--- config.mk ---
export PLATFORM = sky130hd
export DESIGN_NAME = attitude_filter_lqr_mixer_core
export DESIGN_NICKNAME = d
export VERILOG_FILES = /design/src/rtl/core/alm_pkg.sv /design/src/rtl/core/attitude_filter_lqr_mixer_core.sv
export VERILOG_INCLUDE_DIRS = /design/src /design/src/rtl/core
export SDC_FILE = /design/constraint.sdc
export NUM_CORES = 2
export LEC_CHECK = 0
export BUFFER_PORTS_ARGS = -buffer_cell sky130_fd_sc_hd__clkbuf_2
export CORE_UTILIZATION = 65
export CTS_CLUSTER_DIAMETER = 60
export DETAILED_ROUTE_END_ITERATION = 8
export PLACE_DENSITY = 0.83
export SLEW_MARGIN = 10
export SYNTH_ARGS = -nofsm -noshare
export SYNTH_HDL_FRONTEND = slang
export SYNTH_SLANG_ARGS = --single-unit
export TNS_END_PERCENT = 100
--- constraint.sdc ---
create_clock -name clk_i -period 25.2 [get_ports clk_i]
set_clock_uncertainty 0.05 [all_clocks]
set_input_delay 3.78 -clock clk_i [delete_from_list [all_inputs] [get_ports clk_i]]
set_output_delay 3.78 -clock clk_i [all_outputs]
set_load 0.02 [all_outputs]
--- src/rtl/core/attitude_filter_lqr_mixer_core_defines.svh ---
// Assertion macros shared by the core RTL.
`ifndef ATTITUDE_FILTER_LQR_MIXER_CORE_DEFINES_SVH
`define ATTITUDE_FILTER_LQR_MIXER_CORE_DEFINES_SVH

`ifndef SYNTHESIS
`define ALM_ASSERT(lbl, clk, rstn, prop) \
  lbl: assert property (@(posedge clk) disable iff (!rstn) prop) \
    else $error("assertion failed");
`define ALM_ASSERT_NEXT(lbl, clk, rstn, pre, post) \
  lbl: assert property (@(posedge clk) disable iff (!rstn) (pre) |=> (post)) \
    else $error("assertion failed");
`else
`define ALM_ASSERT(lbl, clk, rstn, prop)
`define ALM_ASSERT_NEXT(lbl, clk, rstn, pre, post)
`endif

`endif

--- src/rtl/core/alm_pkg.sv ---
package alm_pkg;

  typedef enum logic [3:0] {
    S_IDLE,
    S_SQY,
    S_SQZ,
    S_SQRT,
    S_CORD,
    S_CDONE,
    S_INC,
    S_BLEND,
    S_LQR,
    S_SUM,
    S_CMD,
    S_OUT
  } state_e;

  typedef struct packed {
    logic               ld;
    logic signed [55:0] a;
    logic        [23:0] b;
    logic        [4:0]  n;
  } mul_ld_t;

  typedef struct packed {
    logic signed [39:0] x;
    logic signed [39:0] y;
    logic signed [32:0] z;
    logic               zero;
  } cord_t;

  localparam logic [1:0] REG_BLEND_GAIN = 2'd0;
  localparam logic [1:0] REG_GYRO_SCALE = 2'd1;
  localparam logic [1:0] REG_OUT_GAIN   = 2'd2;

  localparam logic [15:0] RST_BLEND_GAIN = 16'd62259;
  localparam logic [23:0] RST_GYRO_SCALE = 24'd29985;
  localparam logic [9:0]  RST_OUT_GAIN   = 10'd200;

  localparam logic signed [32:0] PI_Q = 33'sd843314857;

  // Bit m set: the term enters motor m with a negative sign.
  localparam logic [3:0] ROLL_NEG  = 4'b0011;
  localparam logic [3:0] PITCH_NEG = 4'b1001;
  localparam logic [3:0] YAW_NEG   = 4'b0101;

  function automatic logic signed [32:0] atan_tab(input logic [4:0] i);
    case (i)
      5'd0:    return 33'sd210828714;
      5'd1:    return 33'sd124459457;
      5'd2:    return 33'sd65760959;
      5'd3:    return 33'sd33381290;
      5'd4:    return 33'sd16755422;
      5'd5:    return 33'sd8385880;
      5'd6:    return 33'sd4193963;
      5'd7:    return 33'sd2097109;
      5'd8:    return 33'sd1048571;
      5'd9:    return 33'sd524287;
      5'd10:   return 33'sd262144;
      5'd11:   return 33'sd131072;
      5'd12:   return 33'sd65536;
      5'd13:   return 33'sd32768;
      5'd14:   return 33'sd16384;
      5'd15:   return 33'sd8192;
      5'd16:   return 33'sd4096;
      5'd17:   return 33'sd2048;
      5'd18:   return 33'sd1024;
      5'd19:   return 33'sd512;
      5'd20:   return 33'sd256;
      5'd21:   return 33'sd128;
      5'd22:   return 33'sd64;
      5'd23:   return 33'sd32;
      5'd24:   return 33'sd16;
      5'd25:   return 33'sd8;
      5'd26:   return 33'sd4;
      5'd27:   return 33'sd2;
      5'd28:   return 33'sd1;
      default: return 33'sd0;
    endcase
  endfunction

  // Magnitudes of the LQR gains, Q2.12, in the order roll, roll rate,
  // pitch, pitch rate, yaw rate.
  function automatic logic [13:0] lqr_mag(input logic [2:0] k);
    case (k)
      3'd0:    return 14'd14835;
      3'd1:    return 14'd3396;
      3'd2:    return 14'd14467;
      3'd3:    return 14'd3308;
      3'd4:    return 14'd2010;
      default: return 14'd0;
    endcase
  endfunction

  function automatic logic signed [55:0] lqr_opnd(input logic [2:0] k,
                                                  input logic signed [31:0] roll,
                                                  input logic signed [31:0] pitch,
                                                  input logic signed [15:0] rx,
                                                  input logic signed [15:0] ry,
                                                  input logic signed [15:0] rz);
    case (k)
      3'd0:    return 56'(roll);
      3'd1:    return 56'(rx);
      3'd2:    return 56'(pitch);
      3'd3:    return 56'(ry);
      3'd4:    return 56'(rz);
      default: return 56'sd0;
    endcase
  endfunction

  function automatic logic signed [31:0] sat32(input logic signed [55:0] v);
    if (v > 56'sd2147483647) begin
      return 32'sh7fffffff;
    end else if (v < -56'sd2147483648) begin
      return 32'sh80000000;
    end
    return v[31:0];
  endfunction

  // Prepares the vectoring pass: scaling, rotation by pi for a negative x,
  // and the result for a zero y, which needs no iterations.
  function automatic cord_t cord_init(input logic signed [27:0] y,
                                      input logic signed [27:0] x);
    cord_t c;
    logic signed [39:0] xs;
    logic signed [39:0] ys;
    xs = 40'(x);
    ys = 40'(y);
    xs = xs <<< 8;
    ys = ys <<< 8;
    c.zero = (y == 28'sd0);
    c.z = 33'sd0;
    c.x = xs;
    c.y = ys;
    if (c.zero) begin
      c.z = (x < 28'sd0) ? PI_Q : 33'sd0;
    end else if (x < 28'sd0) begin
      c.z = (y > 28'sd0) ? PI_Q : -PI_Q;
      c.x = -xs;
      c.y = -ys;
    end
    return c;
  endfunction

endpackage

--- src/rtl/core/attitude_filter_lqr_mixer_core.sv ---
// Channel      Dir  Bits  Beat content
// s_axis       in   96    accel_x, accel_y, accel_z, rate_x, rate_y, rate_z
// m_axis       out  192   four motor commands, roll_angle, pitch_angle
// cfg          in   24    blend_gain, gyro_step_scale, output_gain
// Per sample the core runs a square root, two CORDIC passes and a chain of products.
// The shared shift-add multiplier, one operand bit per cycle, computes every product;
// the square root works bit-serially and each CORDIC pass runs CORDIC_STEPS iterations.
// A CORDIC pass whose y input is zero skips its iterations.
// Reset clears both estimates and loads the register defaults.
// A new sample is taken while the previous result still waits on m_axis.
`include "attitude_filter_lqr_mixer_core_defines.svh"

module attitude_filter_lqr_mixer_core #(
  parameter int CORDIC_STEPS = 24
) (
  input  logic         clk_i,
  input  logic         rst_ni,
  input  logic         s_axis_tvalid,
  output logic         s_axis_tready,
  // accel_x, accel_y, accel_z, rate_x, rate_y, rate_z
  input  logic [95:0]  s_axis_tdata,
  output logic         m_axis_tvalid,
  input  logic         m_axis_tready,
  // motor_front_left, motor_front_right, motor_rear_right, motor_rear_left,
  // roll_angle, pitch_angle
  output logic [191:0] m_axis_tdata,
  input  logic         cfg_we_i,
  input  logic [1:0]   cfg_idx_i,
  input  logic [23:0]  cfg_data_i
);
  import alm_pkg::*;

  localparam int CI_W = (CORDIC_STEPS > 1) ? $clog2(CORDIC_STEPS) : 1;
  localparam logic [CI_W-1:0] CI_LAST = CI_W'(CORDIC_STEPS - 1);

  state_e state_q, state_d;
  logic [2:0] sub_q, sub_d;
  logic ph_q, ph_d;
  logic m_tvalid_q, m_tvalid_d;
  logic [15:0] g_q, g_d;
  logic [23:0] gss_q, gss_d;
  logic [9:0] og_q, og_d;
  logic signed [31:0] roll_q, roll_d, pitch_q, pitch_d;

  logic signed [15:0] ax_q, ax_d, ay_q, ay_d, az_q, az_d;
  logic signed [15:0] rx_q, rx_d, ry_q, ry_d, rz_q, rz_d;
  logic [30:0] sq_q, sq_d;
  logic [51:0] sv_q, sv_d, sr_q, sr_d, sb_q, sb_d;
  logic signed [39:0] cx_q, cx_d, cy_q, cy_d;
  logic signed [32:0] cz_q, cz_d;
  logic zero_q, zero_d;
  logic [CI_W-1:0] cit_q, cit_d;
  logic signed [31:0] accr_q, accr_d, accp_q, accp_d;
  logic signed [47:0] p_q [5];
  logic signed [47:0] p_d [5];
  logic signed [31:0] mot_q [4];
  logic signed [31:0] mot_d [4];
  logic [191:0] od_q, od_d;

  mul_ld_t mul_ld;
  logic signed [55:0] ma_q, ma_d, macc_q, macc_d;
  logic [23:0] mb_q, mb_d;
  logic [4:0] mcnt_q, mcnt_d;
  logic mul_idle;

  assign mul_idle = (mcnt_q == 5'd0);
  assign s_axis_tready = (state_q == S_IDLE);
  assign m_axis_tvalid = m_tvalid_q;
  assign m_axis_tdata = od_q;

  always_comb begin
    g_d = g_q;
    gss_d = gss_q;
    og_d = og_q;
    if (cfg_we_i) begin
      case (cfg_idx_i)
        REG_BLEND_GAIN: g_d = cfg_data_i[15:0];
        REG_GYRO_SCALE: gss_d = cfg_data_i;
        REG_OUT_GAIN:   og_d = cfg_data_i[9:0];
        default: ;
      endcase
    end
  end

  always_comb begin
    ma_d = ma_q;
    mb_d = mb_q;
    mcnt_d = mcnt_q;
    macc_d = macc_q;
    if (mul_ld.ld) begin
      ma_d = mul_ld.a;
      mb_d = mul_ld.b;
      mcnt_d = mul_ld.n;
      macc_d = 56'sd0;
    end else if (!mul_idle) begin
      if (mb_q[0]) begin
        macc_d = macc_q + ma_q;
      end
      ma_d = ma_q <<< 1;
      mb_d = mb_q >> 1;
      mcnt_d = mcnt_q - 5'd1;
    end
  end

  always_comb begin
    logic [16:0] absv;
    logic [32:0] sqsum;
    logic [51:0] trial;
    logic signed [39:0] xsh, ysh;
    logic signed [27:0] py;
    logic signed [31:0] est, acc, res, cmd;
    logic signed [35:0] incv, diff;
    logic signed [55:0] tmp, grp_r, grp_p, grp_y, sum;
    logic [2:0] nxt;
    cord_t ci;
    absv = '0;
    sqsum = '0;
    trial = '0;
    xsh = '0;
    ysh = '0;
    py = '0;
    est = sub_q[0] ? pitch_q : roll_q;
    acc = sub_q[0] ? accp_q : accr_q;
    res = '0;
    cmd = '0;
    incv = '0;
    diff = '0;
    tmp = '0;
    grp_r = '0;
    grp_p = '0;
    grp_y = '0;
    sum = '0;
    nxt = sub_q + 3'd1;
    ci = '0;

    state_d = state_q;
    sub_d = sub_q;
    ph_d = ph_q;
    m_tvalid_d = m_tvalid_q & ~m_axis_tready;
    roll_d = roll_q;
    pitch_d = pitch_q;
    ax_d = ax_q;
    ay_d = ay_q;
    az_d = az_q;
    rx_d = rx_q;
    ry_d = ry_q;
    rz_d = rz_q;
    sq_d = sq_q;
    sv_d = sv_q;
    sr_d = sr_q;
    sb_d = sb_q;
    cx_d = cx_q;
    cy_d = cy_q;
    cz_d = cz_q;
    zero_d = zero_q;
    cit_d = cit_q;
    accr_d = accr_q;
    accp_d = accp_q;
    p_d = p_q;
    mot_d = mot_q;
    od_d = od_q;
    mul_ld = '0;

    case (state_q)
      S_IDLE: begin
        if (s_axis_tvalid) begin
          ax_d = s_axis_tdata[15:0];
          ay_d = s_axis_tdata[31:16];
          az_d = s_axis_tdata[47:32];
          rx_d = s_axis_tdata[63:48];
          ry_d = s_axis_tdata[79:64];
          rz_d = s_axis_tdata[95:80];
          absv = s_axis_tdata[31] ? 17'(-{1'b1, s_axis_tdata[31:16]})
                                  : {1'b0, s_axis_tdata[31:16]};
          mul_ld = '{ld: 1'b1, a: 56'(absv), b: 24'(absv), n: 5'd16};
          state_d = S_SQY;
        end
      end
      S_SQY: begin
        if (mul_idle) begin
          sq_d = macc_q[30:0];
          absv = az_q[15] ? 17'(-{1'b1, az_q}) : {1'b0, az_q};
          mul_ld = '{ld: 1'b1, a: 56'(absv), b: 24'(absv), n: 5'd16};
          state_d = S_SQZ;
        end
      end
      S_SQZ: begin
        if (mul_idle) begin
          sqsum = 33'(sq_q) + 33'(macc_q[31:0]);
          sv_d = {sqsum[31:0], 20'd0};
          sr_d = '0;
          sb_d = 52'h4000000000000;
          state_d = S_SQRT;
        end
      end
      S_SQRT: begin
        if (sb_q != 52'd0) begin
          trial = sr_q + sb_q;
          if (sv_q >= trial) begin
            sv_d = sv_q - trial;
            sr_d = (sr_q >> 1) + sb_q;
          end else begin
            sr_d = sr_q >> 1;
          end
          sb_d = sb_q >> 2;
        end else begin
          ci = cord_init({{2{ay_q[15]}}, ay_q, 10'd0}, {{2{az_q[15]}}, az_q, 10'd0});
          cx_d = ci.x;
          cy_d = ci.y;
          cz_d = ci.z;
          zero_d = ci.zero;
          cit_d = '0;
          ph_d = 1'b0;
          state_d = S_CORD;
        end
      end
      S_CORD: begin
        if (!zero_q) begin
          xsh = cx_q >>> cit_q;
          ysh = cy_q >>> cit_q;
          if (cy_q > 40'sd0) begin
            cx_d = cx_q + ysh;
            cy_d = cy_q - xsh;
            cz_d = cz_q + atan_tab(5'(cit_q));
          end else begin
            cx_d = cx_q - ysh;
            cy_d = cy_q + xsh;
            cz_d = cz_q - atan_tab(5'(cit_q));
          end
        end
        cit_d = cit_q + 1'b1;
        if (zero_q || (cit_q == CI_LAST)) begin
          state_d = S_CDONE;
        end
      end
      S_CDONE: begin
        if (!ph_q) begin
          accr_d = sat32(56'(cz_q));
          py = -{{2{ax_q[15]}}, ax_q, 10'd0};
          ci = cord_init(py, {2'b00, sr_q[25:0]});
          cx_d = ci.x;
          cy_d = ci.y;
          cz_d = ci.z;
          zero_d = ci.zero;
          cit_d = '0;
          ph_d = 1'b1;
          state_d = S_CORD;
        end else begin
          accp_d = sat32(56'(cz_q));
          sub_d = 3'd0;
          mul_ld = '{ld: 1'b1, a: 56'(rx_q), b: gss_q, n: 5'd24};
          state_d = S_INC;
        end
      end
      S_INC: begin
        if (mul_idle) begin
          tmp = (macc_q + 56'sd2048) >>> 12;
          incv = 36'(tmp);
          diff = 36'(est) + incv - 36'(acc);
          mul_ld = '{ld: 1'b1, a: 56'(diff), b: {8'd0, g_q}, n: 5'd16};
          state_d = S_BLEND;
        end
      end
      S_BLEND: begin
        if (mul_idle) begin
          tmp = (56'(acc) <<< 16) + macc_q + 56'sd32768;
          res = sat32(tmp >>> 16);
          if (!sub_q[0]) begin
            roll_d = res;
            sub_d = 3'd1;
            mul_ld = '{ld: 1'b1, a: 56'(ry_q), b: gss_q, n: 5'd24};
            state_d = S_INC;
          end else begin
            pitch_d = res;
            sub_d = 3'd0;
            mul_ld = '{ld: 1'b1, a: lqr_opnd(3'd0, roll_q, res, rx_q, ry_q, rz_q),
                       b: 24'(lqr_mag(3'd0)), n: 5'd14};
            state_d = S_LQR;
          end
        end
      end
      S_LQR: begin
        if (mul_idle) begin
          p_d[sub_q] = macc_q[47:0];
          if (sub_q != 3'd4) begin
            sub_d = nxt;
            mul_ld = '{ld: 1'b1, a: lqr_opnd(nxt, roll_q, pitch_q, rx_q, ry_q, rz_q),
                       b: 24'(lqr_mag(nxt)), n: 5'd14};
          end else begin
            sub_d = 3'd0;
            state_d = S_SUM;
          end
        end
      end
      S_SUM: begin
        grp_r = 56'(p_q[0]) + (56'(p_q[1]) <<< 24);
        grp_p = 56'(p_q[2]) + (56'(p_q[3]) <<< 24);
        grp_y = 56'(p_q[4]) <<< 24;
        sum = ROLL_NEG[sub_q[1:0]] ? -grp_r : grp_r;
        sum = PITCH_NEG[sub_q[1:0]] ? sum - grp_p : sum + grp_p;
        sum = YAW_NEG[sub_q[1:0]] ? sum - grp_y : sum + grp_y;
        tmp = (sum + 56'sd8388608) >>> 24;
        cmd = 32'(tmp);
        mul_ld = '{ld: 1'b1, a: 56'(cmd), b: 24'(og_q), n: 5'd10};
        state_d = S_CMD;
      end
      S_CMD: begin
        if (mul_idle) begin
          mot_d[sub_q[1:0]] = sat32(macc_q);
          if (sub_q != 3'd3) begin
            sub_d = nxt;
            state_d = S_SUM;
          end else begin
            sub_d = 3'd0;
            state_d = S_OUT;
          end
        end
      end
      S_OUT: begin
        if (!m_tvalid_q || m_axis_tready) begin
          od_d = {pitch_q, roll_q, mot_q[3], mot_q[2], mot_q[1], mot_q[0]};
          m_tvalid_d = 1'b1;
          state_d = S_IDLE;
        end
      end
      default: state_d = S_IDLE;
    endcase
  end

  always_ff @(posedge clk_i or negedge rst_ni) begin
    if (!rst_ni) begin
      state_q <= S_IDLE;
      sub_q <= '0;
      ph_q <= 1'b0;
      m_tvalid_q <= 1'b0;
      g_q <= RST_BLEND_GAIN;
      gss_q <= RST_GYRO_SCALE;
      og_q <= RST_OUT_GAIN;
      roll_q <= '0;
      pitch_q <= '0;
      mcnt_q <= '0;
      sb_q <= '0;
      zero_q <= 1'b0;
      cit_q <= '0;
    end else begin
      state_q <= state_d;
      sub_q <= sub_d;
      ph_q <= ph_d;
      m_tvalid_q <= m_tvalid_d;
      g_q <= g_d;
      gss_q <= gss_d;
      og_q <= og_d;
      roll_q <= roll_d;
      pitch_q <= pitch_d;
      mcnt_q <= mcnt_d;
      sb_q <= sb_d;
      zero_q <= zero_d;
      cit_q <= cit_d;
    end
  end

  always_ff @(posedge clk_i) begin
    ax_q <= ax_d;
    ay_q <= ay_d;
    az_q <= az_d;
    rx_q <= rx_d;
    ry_q <= ry_d;
    rz_q <= rz_d;
    sq_q <= sq_d;
    sv_q <= sv_d;
    sr_q <= sr_d;
    cx_q <= cx_d;
    cy_q <= cy_d;
    cz_q <= cz_d;
    accr_q <= accr_d;
    accp_q <= accp_d;
    p_q <= p_d;
    mot_q <= mot_d;
    od_q <= od_d;
    ma_q <= ma_d;
    mb_q <= mb_d;
    macc_q <= macc_d;
  end

  `ALM_ASSERT(a_ready_mul_idle, clk_i, rst_ni, s_axis_tready |-> mul_idle)
  `ALM_ASSERT_NEXT(a_accept_starts, clk_i, rst_ni, s_axis_tvalid && s_axis_tready, state_q == S_SQY && mcnt_q == 5'd16)
  `ALM_ASSERT(a_mul_no_reload, clk_i, rst_ni, mul_ld.ld |-> mul_idle)
  `ALM_ASSERT(a_out_from_last, clk_i, rst_ni, $rose(m_axis_tvalid) |-> $past(state_q == S_OUT))
  `ALM_ASSERT(a_sqrt_bit, clk_i, rst_ni, $onehot0(sb_q))

endmodule
## Word level (Yosys, flattened, before mapping)

Memory sizes are Yosys's and may differ from the RTL's.
Cells that the tools add are included.

- Bits in registers: 1290
- ROM bits: 1792
- Input bits: 127
- Logic and storage cells: 304
- Memories kept: 2

- Add/subtract/negate cells: 32
- Magnitude comparators: 15
- Equality and inequality tests: 37
- Shift-type cells: 2
- Muxes and demuxes: 132
- Bitwise logic cells: 7
- Reductions and logical operators: 37

Memories:

| name | words | width | rd ports | clocked after memory_dff | wr ports | line | source |
|---|---|---|---|---|---|---|---|
| (no name shown) | 32 | 28 | 1 | 0 | 0 | alm_pkg.sv:48 | `case (i)` |
| (no name shown) | 32 | 28 | 1 | 0 | 0 | alm_pkg.sv:48 |  |

Operators by type and width:

| cell | count |
|---|---|
| $mux W86 | 7 |
| $pmux W86 S7 | 1 |
| $mux W32 | 15 |
| $mux W52 | 8 |
| $mux W33 | 12 |
| $mux W40 | 8 |
| $pmux W52 S2 | 3 |
| $mux W56 | 5 |
| $pmux W56 S5 | 1 |
| $bwmux W240 | 1 |
| $pmux W40 S3 | 2 |
| $add A48 B56 Y56 | 3 |
| $add A56 B56 Y56 | 3 |
| $demux W48 S3 | 1 |
| $bwmux W128 | 1 |
| $mux W113 | 1 |
| $sub A56 B56 Y56 | 2 |
| $pmux W33 S3 | 1 |
| $mux W85 | 1 |
| $add A40 B40 Y40 | 2 |
| $mux W80 | 1 |
| $neg A34 Y40 | 2 |
| $sshr A40 B5 Y40 | 2 |
| $sub A40 B40 Y40 | 2 |
| other kinds (83) | 177 |

## Depth between registers and ports, before layout

- Depth in word-level cells: 10
- Mapped depth: 41

## Worst setup path before layout

Ideal clock, no wire load.

- Path kind: input to register
- Start point: in m_axis_tready
- End point: reg od_q[0], in the netlist m_axis_tdata[0], enable pin
- Data arrival time: 16.750 ns
- Required time: 24.171 ns
- Path slack: 7.421 ns
- Stages: 2
- Cells stage by stage: nor2b_1 -> nor3_1

- Longest elaborated chain between the ends: 2

RTL lines:

| element | line | source |
|---|---|---|
| start: declaration | attitude_filter_lqr_mixer_core.sv:23 | `input logic m_axis_tready,` |
| $logic_or A1 B1 Y1 | attitude_filter_lqr_mixer_core.sv:320 | `if (!m_tvalid_q \|\| m_axis_tready) begin` |
| $reduce_and A2 Y1 (no line) | n/a |  |
| end signal: assignment | attitude_filter_lqr_mixer_core.sv:379 | `od_q <= od_d;` |
| end: declaration | attitude_filter_lqr_mixer_core.sv:58 | `logic [191:0] od_q, od_d;` |

Every way passes these cells.
A chain may end at the register's enable or synchronous reset.

## Worst setup path after layout

- Start point: reg p_q[144] (netlist bit)
- End point: reg ma_q[40], data pin

- Longest elaborated chain between the ends: 10
- Elaborated cells on any way between the ends: 12

RTL lines:

| element | line | source |
|---|---|---|
| start: declaration | attitude_filter_lqr_mixer_core.sv:54 | `logic signed [47:0] p_q [5];` |
| start signal: assignment | attitude_filter_lqr_mixer_core.sv:377 | `p_q <= p_d;` |
| $add A48 B56 Y56 * | attitude_filter_lqr_mixer_core.sv:296 | `grp_r = 56'(p_q[0]) + (56'(p_q[1]) <<< 24);` |
| $neg A56 Y56 | attitude_filter_lqr_mixer_core.sv:299 | `sum = ROLL_NEG[sub_q[1:0]] ? -grp_r : grp_r;` |
| $mux W56 * | attitude_filter_lqr_mixer_core.sv:299 |  |
| $add A56 B56 Y56 / $sub A56 B56 Y56 (equally long branches) | attitude_filter_lqr_mixer_core.sv:300 | `sum = PITCH_NEG[sub_q[1:0]] ? sum - grp_p : sum + grp_p;` |
| $mux W56 * | attitude_filter_lqr_mixer_core.sv:300 |  |
| $add A56 B56 Y56 / $sub A56 B56 Y56 (equally long branches) | attitude_filter_lqr_mixer_core.sv:301 | `sum = YAW_NEG[sub_q[1:0]] ? sum - grp_y : sum + grp_y;` |
| $mux W56 * | attitude_filter_lqr_mixer_core.sv:301 |  |
| $add A56 B25 Y56 * | attitude_filter_lqr_mixer_core.sv:302 | `tmp = (sum + 56'sd8388608) >>> 24;` |
| $pmux W86 S7 * | attitude_filter_lqr_mixer_core.sv:164 | `case (state_q)` |
| $mux W56 * | attitude_filter_lqr_mixer_core.sv:90 | `if (mul_ld.ld) begin` |
| via ma_d[40] | attitude_filter_lqr_mixer_core.sv:61 | `logic signed [55:0] ma_q, ma_d, macc_q, macc_d;` |
| end signal: assignment | attitude_filter_lqr_mixer_core.sv:380 | `ma_q <= ma_d;` |
| end: declaration | attitude_filter_lqr_mixer_core.sv:61 |  |

The timed path passes the listed nets; every way through them passes the cells marked *.

==> results by group <==
Run status
  – Outcome: finished with violations
  – Failing checks: DRC

Logic synthesis
  – Most frequent cells after synthesis: edfxtp_1 (1000), nand2_1 (806), nor2_1 (724)
  – Syn_nets: 9270
  – Register area share after synthesis: 0.413
  – Synth async-reset ratio: 0.132
  – Unique cell type count in the Yosys netlist: 107
  – Largest area contributor in the netlist: edfxtp_1
  – Most common cell in the netlist: edfxtp_1
  – Gate Count Post-Synth: 8542
  – Synth Cell Area: 85100 sq um
  – Number of synthesized flops with an enable pin: 1000
  – Largest cells by area after synthesis: edfxtp_1 (35%), ha_1 (8.2%), xnor2_1 (4.3%)
  – Yosys top cell area share: 0.353
  – Yosys warning total: 0
  – Primary FF master, synth: edfxtp_1
  – Syn Area/Cell: 9.97 sq um
  – Seq cells post-synth: 1216

Power and ir drop
  – P_sw: 7.03 mW
  – Comb power frac: 0.627
  – Clock Power Share: 0.147
  – Sequential power share: 0.226
  – Sw Ratio: 0.479
  – Internal Power: 7.65 mW
  – VDD IR-drop max: 0.178 mV
  – LEAKAGE: 37.3 nW
  – Total chip power: 14.7 mW
  – Pwr/cell area: 157 nW/um^2

Cells and area
  – Area added between synthesis and finish: 9.91%
  – Register Area: 35200 sq um
  – Layout cells sized above 1: 0.120
  – Fillers: 9363
  – # nets final: 9510
  – Multi-input gate area: 47800 sq um

Worst setup path
  – Slowest stage delay, CP: 1.03 ns
  – Critical Path RT: 25.66 ns
  – Slowest CP cell: a211oi_2
  – Crit. End Element: register
  – CP max FO: 21
  – CP startpoint kind: register
  – WS Path Type: reg -> reg
  – Most frequent CP cell: o21ai_0
  – Arr. time, crit path: 11.29 ns

Clocking
  – H-tree levels: 4
  – Clk slew on worst S/H paths: 0.06 ns
  – Cts repair resizes: 0
  – Clk Latency, worst-skew pair: 0.83 ns
  – Setup Buffers After CTS: 0
  – CTS root buf: clkbuf_16
  – CTS Hold Bufs: 0
  – CTS Buf Count: 141
  – Bufs on Longest Clock Path: 3
  – CTS Sinks: 1216
  – CTS tree: done

STA
  – Final setup vio count: 0
  – Slew HR: 0.0600
  – Slew @ Worst Pin: 1.40 ns
  – Fin. max-slew vios: 0
  – Final min period: 10.83 ns
  – RSZ-0062 raised after global routing: no
  – Fmax: 92.3 MHz
  – Final hold violation count: 0
  – Period utilisation layout: 0.430
  – Post-Route Setup TNS: 0 ns
  – Setup ws final: 14.37 ns

Die
  – Die height: 364 um
  – Starting density of the core: 0.657
  – I/O pin count: 321
  – Row count: 132
  – Full die area: 132000 sq um
  – Die Width: 364 um
  – Core area: 130000 sq um

Routing
  – WL/cell: 25.7 um
  – Final WL: 273000 um
  – Via count: 72.7k
  – Antenna Nets Post-Route: 0
  – Vias per cell: 6.83
  – Number of iterations in the first detailed-routing pass: 9
  – Drt first-iter violations: 9917
  – Drc violations: 1

Global route
  – GRT Util Overall: 0.405
  – Largest net degree at the start of global routing: 134
  – Initial antenna violation count: 22
  – Vias in the first global route: 68.3k
  – Global route overflow: 0
  – Wire length of the first global-routing pass: 407000 um

Place
  – DP Worst Slack: 14.65 ns
  – Detailed Place HPWL: 199000 um
  – Port Buffers: 320
  – Final GP Congestion: 1.03

Flow run
  – Max_cap viols: 0

Min path
  – Hold Crit Class: reg -> reg
[worst max-delay path: cells and delay by family, from the launching register on]
kind	cells	cell delay, ns
compound gates	17	5.52
xor+xnor	4	0.83
fa+ha+maj	4	1.52
buf+inv	1	0.09
flops	1	0.38
simple gates	12	2.11
[per-layer routing]
| metal | vias up | share of wire | routed length (um) | global-route usage |
|---|---|---|---|---|
| met5 | - | 0.00062 | 169 | 0.00581 |
| met4 | 8 | 0.047 | 12700 | 0.179 |
| met3 | 746 | 0.13 | 35400 | 0.105 |
| met2 | 4705 | 0.43 | 118000 | 0.609 |
| met1 | 34800 | 0.39 | 107000 | 0.551 |
| li1 | 32500 | - | - | - |
[cell usage in the layout (no fill, tap or decap), drive strengths merged, types with 89 or more instances in the layout]
cell,netlist,routed
xor2,402,402
clkbuf,260,490
nor2b,106,106
inv,249,272
mux4,104,104
a31oi,129,129
ha,556,556
mux2i,97,97
dfrtp,140,140
a21oi,676,676
nand2,806,806
nor2,725,725
nor3,159,159
buf,84,122
o21ai,531,531
nand2b,89,89
mux2,161,161
a21o,290,290
nand3,153,153
xnor2,418,418
o21a,104,104
edfxtp,1000,1000
[worst paths after layout]
check	startpoint	endpoint	slack [ns]	cells after the start
hold reg to reg	mot_q[84]	m_axis_tdata[52]	0.36	0
min in group asynchronous	rst_ni	roll_q[31]	2.79	1
max in group asynchronous	rst_ni	cit_q[0]	20.95	2
setup / recovery	p_q[144]	ma_q[40]	14.37	38
hold / removal	mot_q[84]	m_axis_tdata[52]	0.36	0
setup reg to reg	p_q[144]	ma_q[40]	14.37	38
[area by class of cell]
class,count,area share
multi-input combinational,6730,0.511
clock buffer,171,0.0399
antenna,14,0.000374
timing repair buffer,441,0.0272
clock inverter,89,0.0123
sequential,1216,0.376
inverter,252,0.0101
tap,1742,0.0233
[flip-flops by register name, summed over array words and instances (netlist names), 24 cells and up]
name          flops
accr_q           32
roll_q           32
mot_q           128
sv_q             52
sb_q             26
p_q             192
macc_q           56
ma_q             56
m_axis_tdata    192
cx_q             40
accp_q           32
sq_q             31
cz_q             33
gss_q            24
pitch_q          32
sr_q             52
cy_q             40
mb_q             24
[cell families (layout without fill, tap and decap cells)]
logic type      Yosys count  in the layout  synth area share
simple gates           2502           2502             0.137
compound gates         2443           2443             0.184
flops                  1216           1216             0.413
xor+xnor                822            822            0.0849
fa+ha+maj               601            601            0.0923
buf+inv                 596            953            0.0276
mux                     362            362            0.0604
other cells               0             14                 0
[power by group through the flow]
stage	registers (mW)	clock network (mW)	logic, mW
6_report	3.33	2.15	9.20
5_1_grt	3.34	2.23	9.94
4_1_cts	3.29	2.16	8.94
3_5_place_dp	3.32	0	8.81
3_3_place_gp	3.31	0	8.63
2_1_floorplan	3.14	0	6.67
[stage by stage]
stage | utilization | hold slack (ns) | cell area (sq um) | cells
6_report | 0.722 | 0.360 | 93600 | 10700
5_1_grt | 0.722 | 0.351 | 93600 | 10600
4_1_cts | 0.721 | 0.351 | 93500 | 10600
3_5_place_dp | 0.684 | 0.355 | 88600 | 10400
3_3_place_gp | 0.684 | 0.351 | 88600 | 10400
2_1_floorplan | - | 0.350 | 85100 | 8542
No activity file was read; power rests on OpenSTA's default activity.
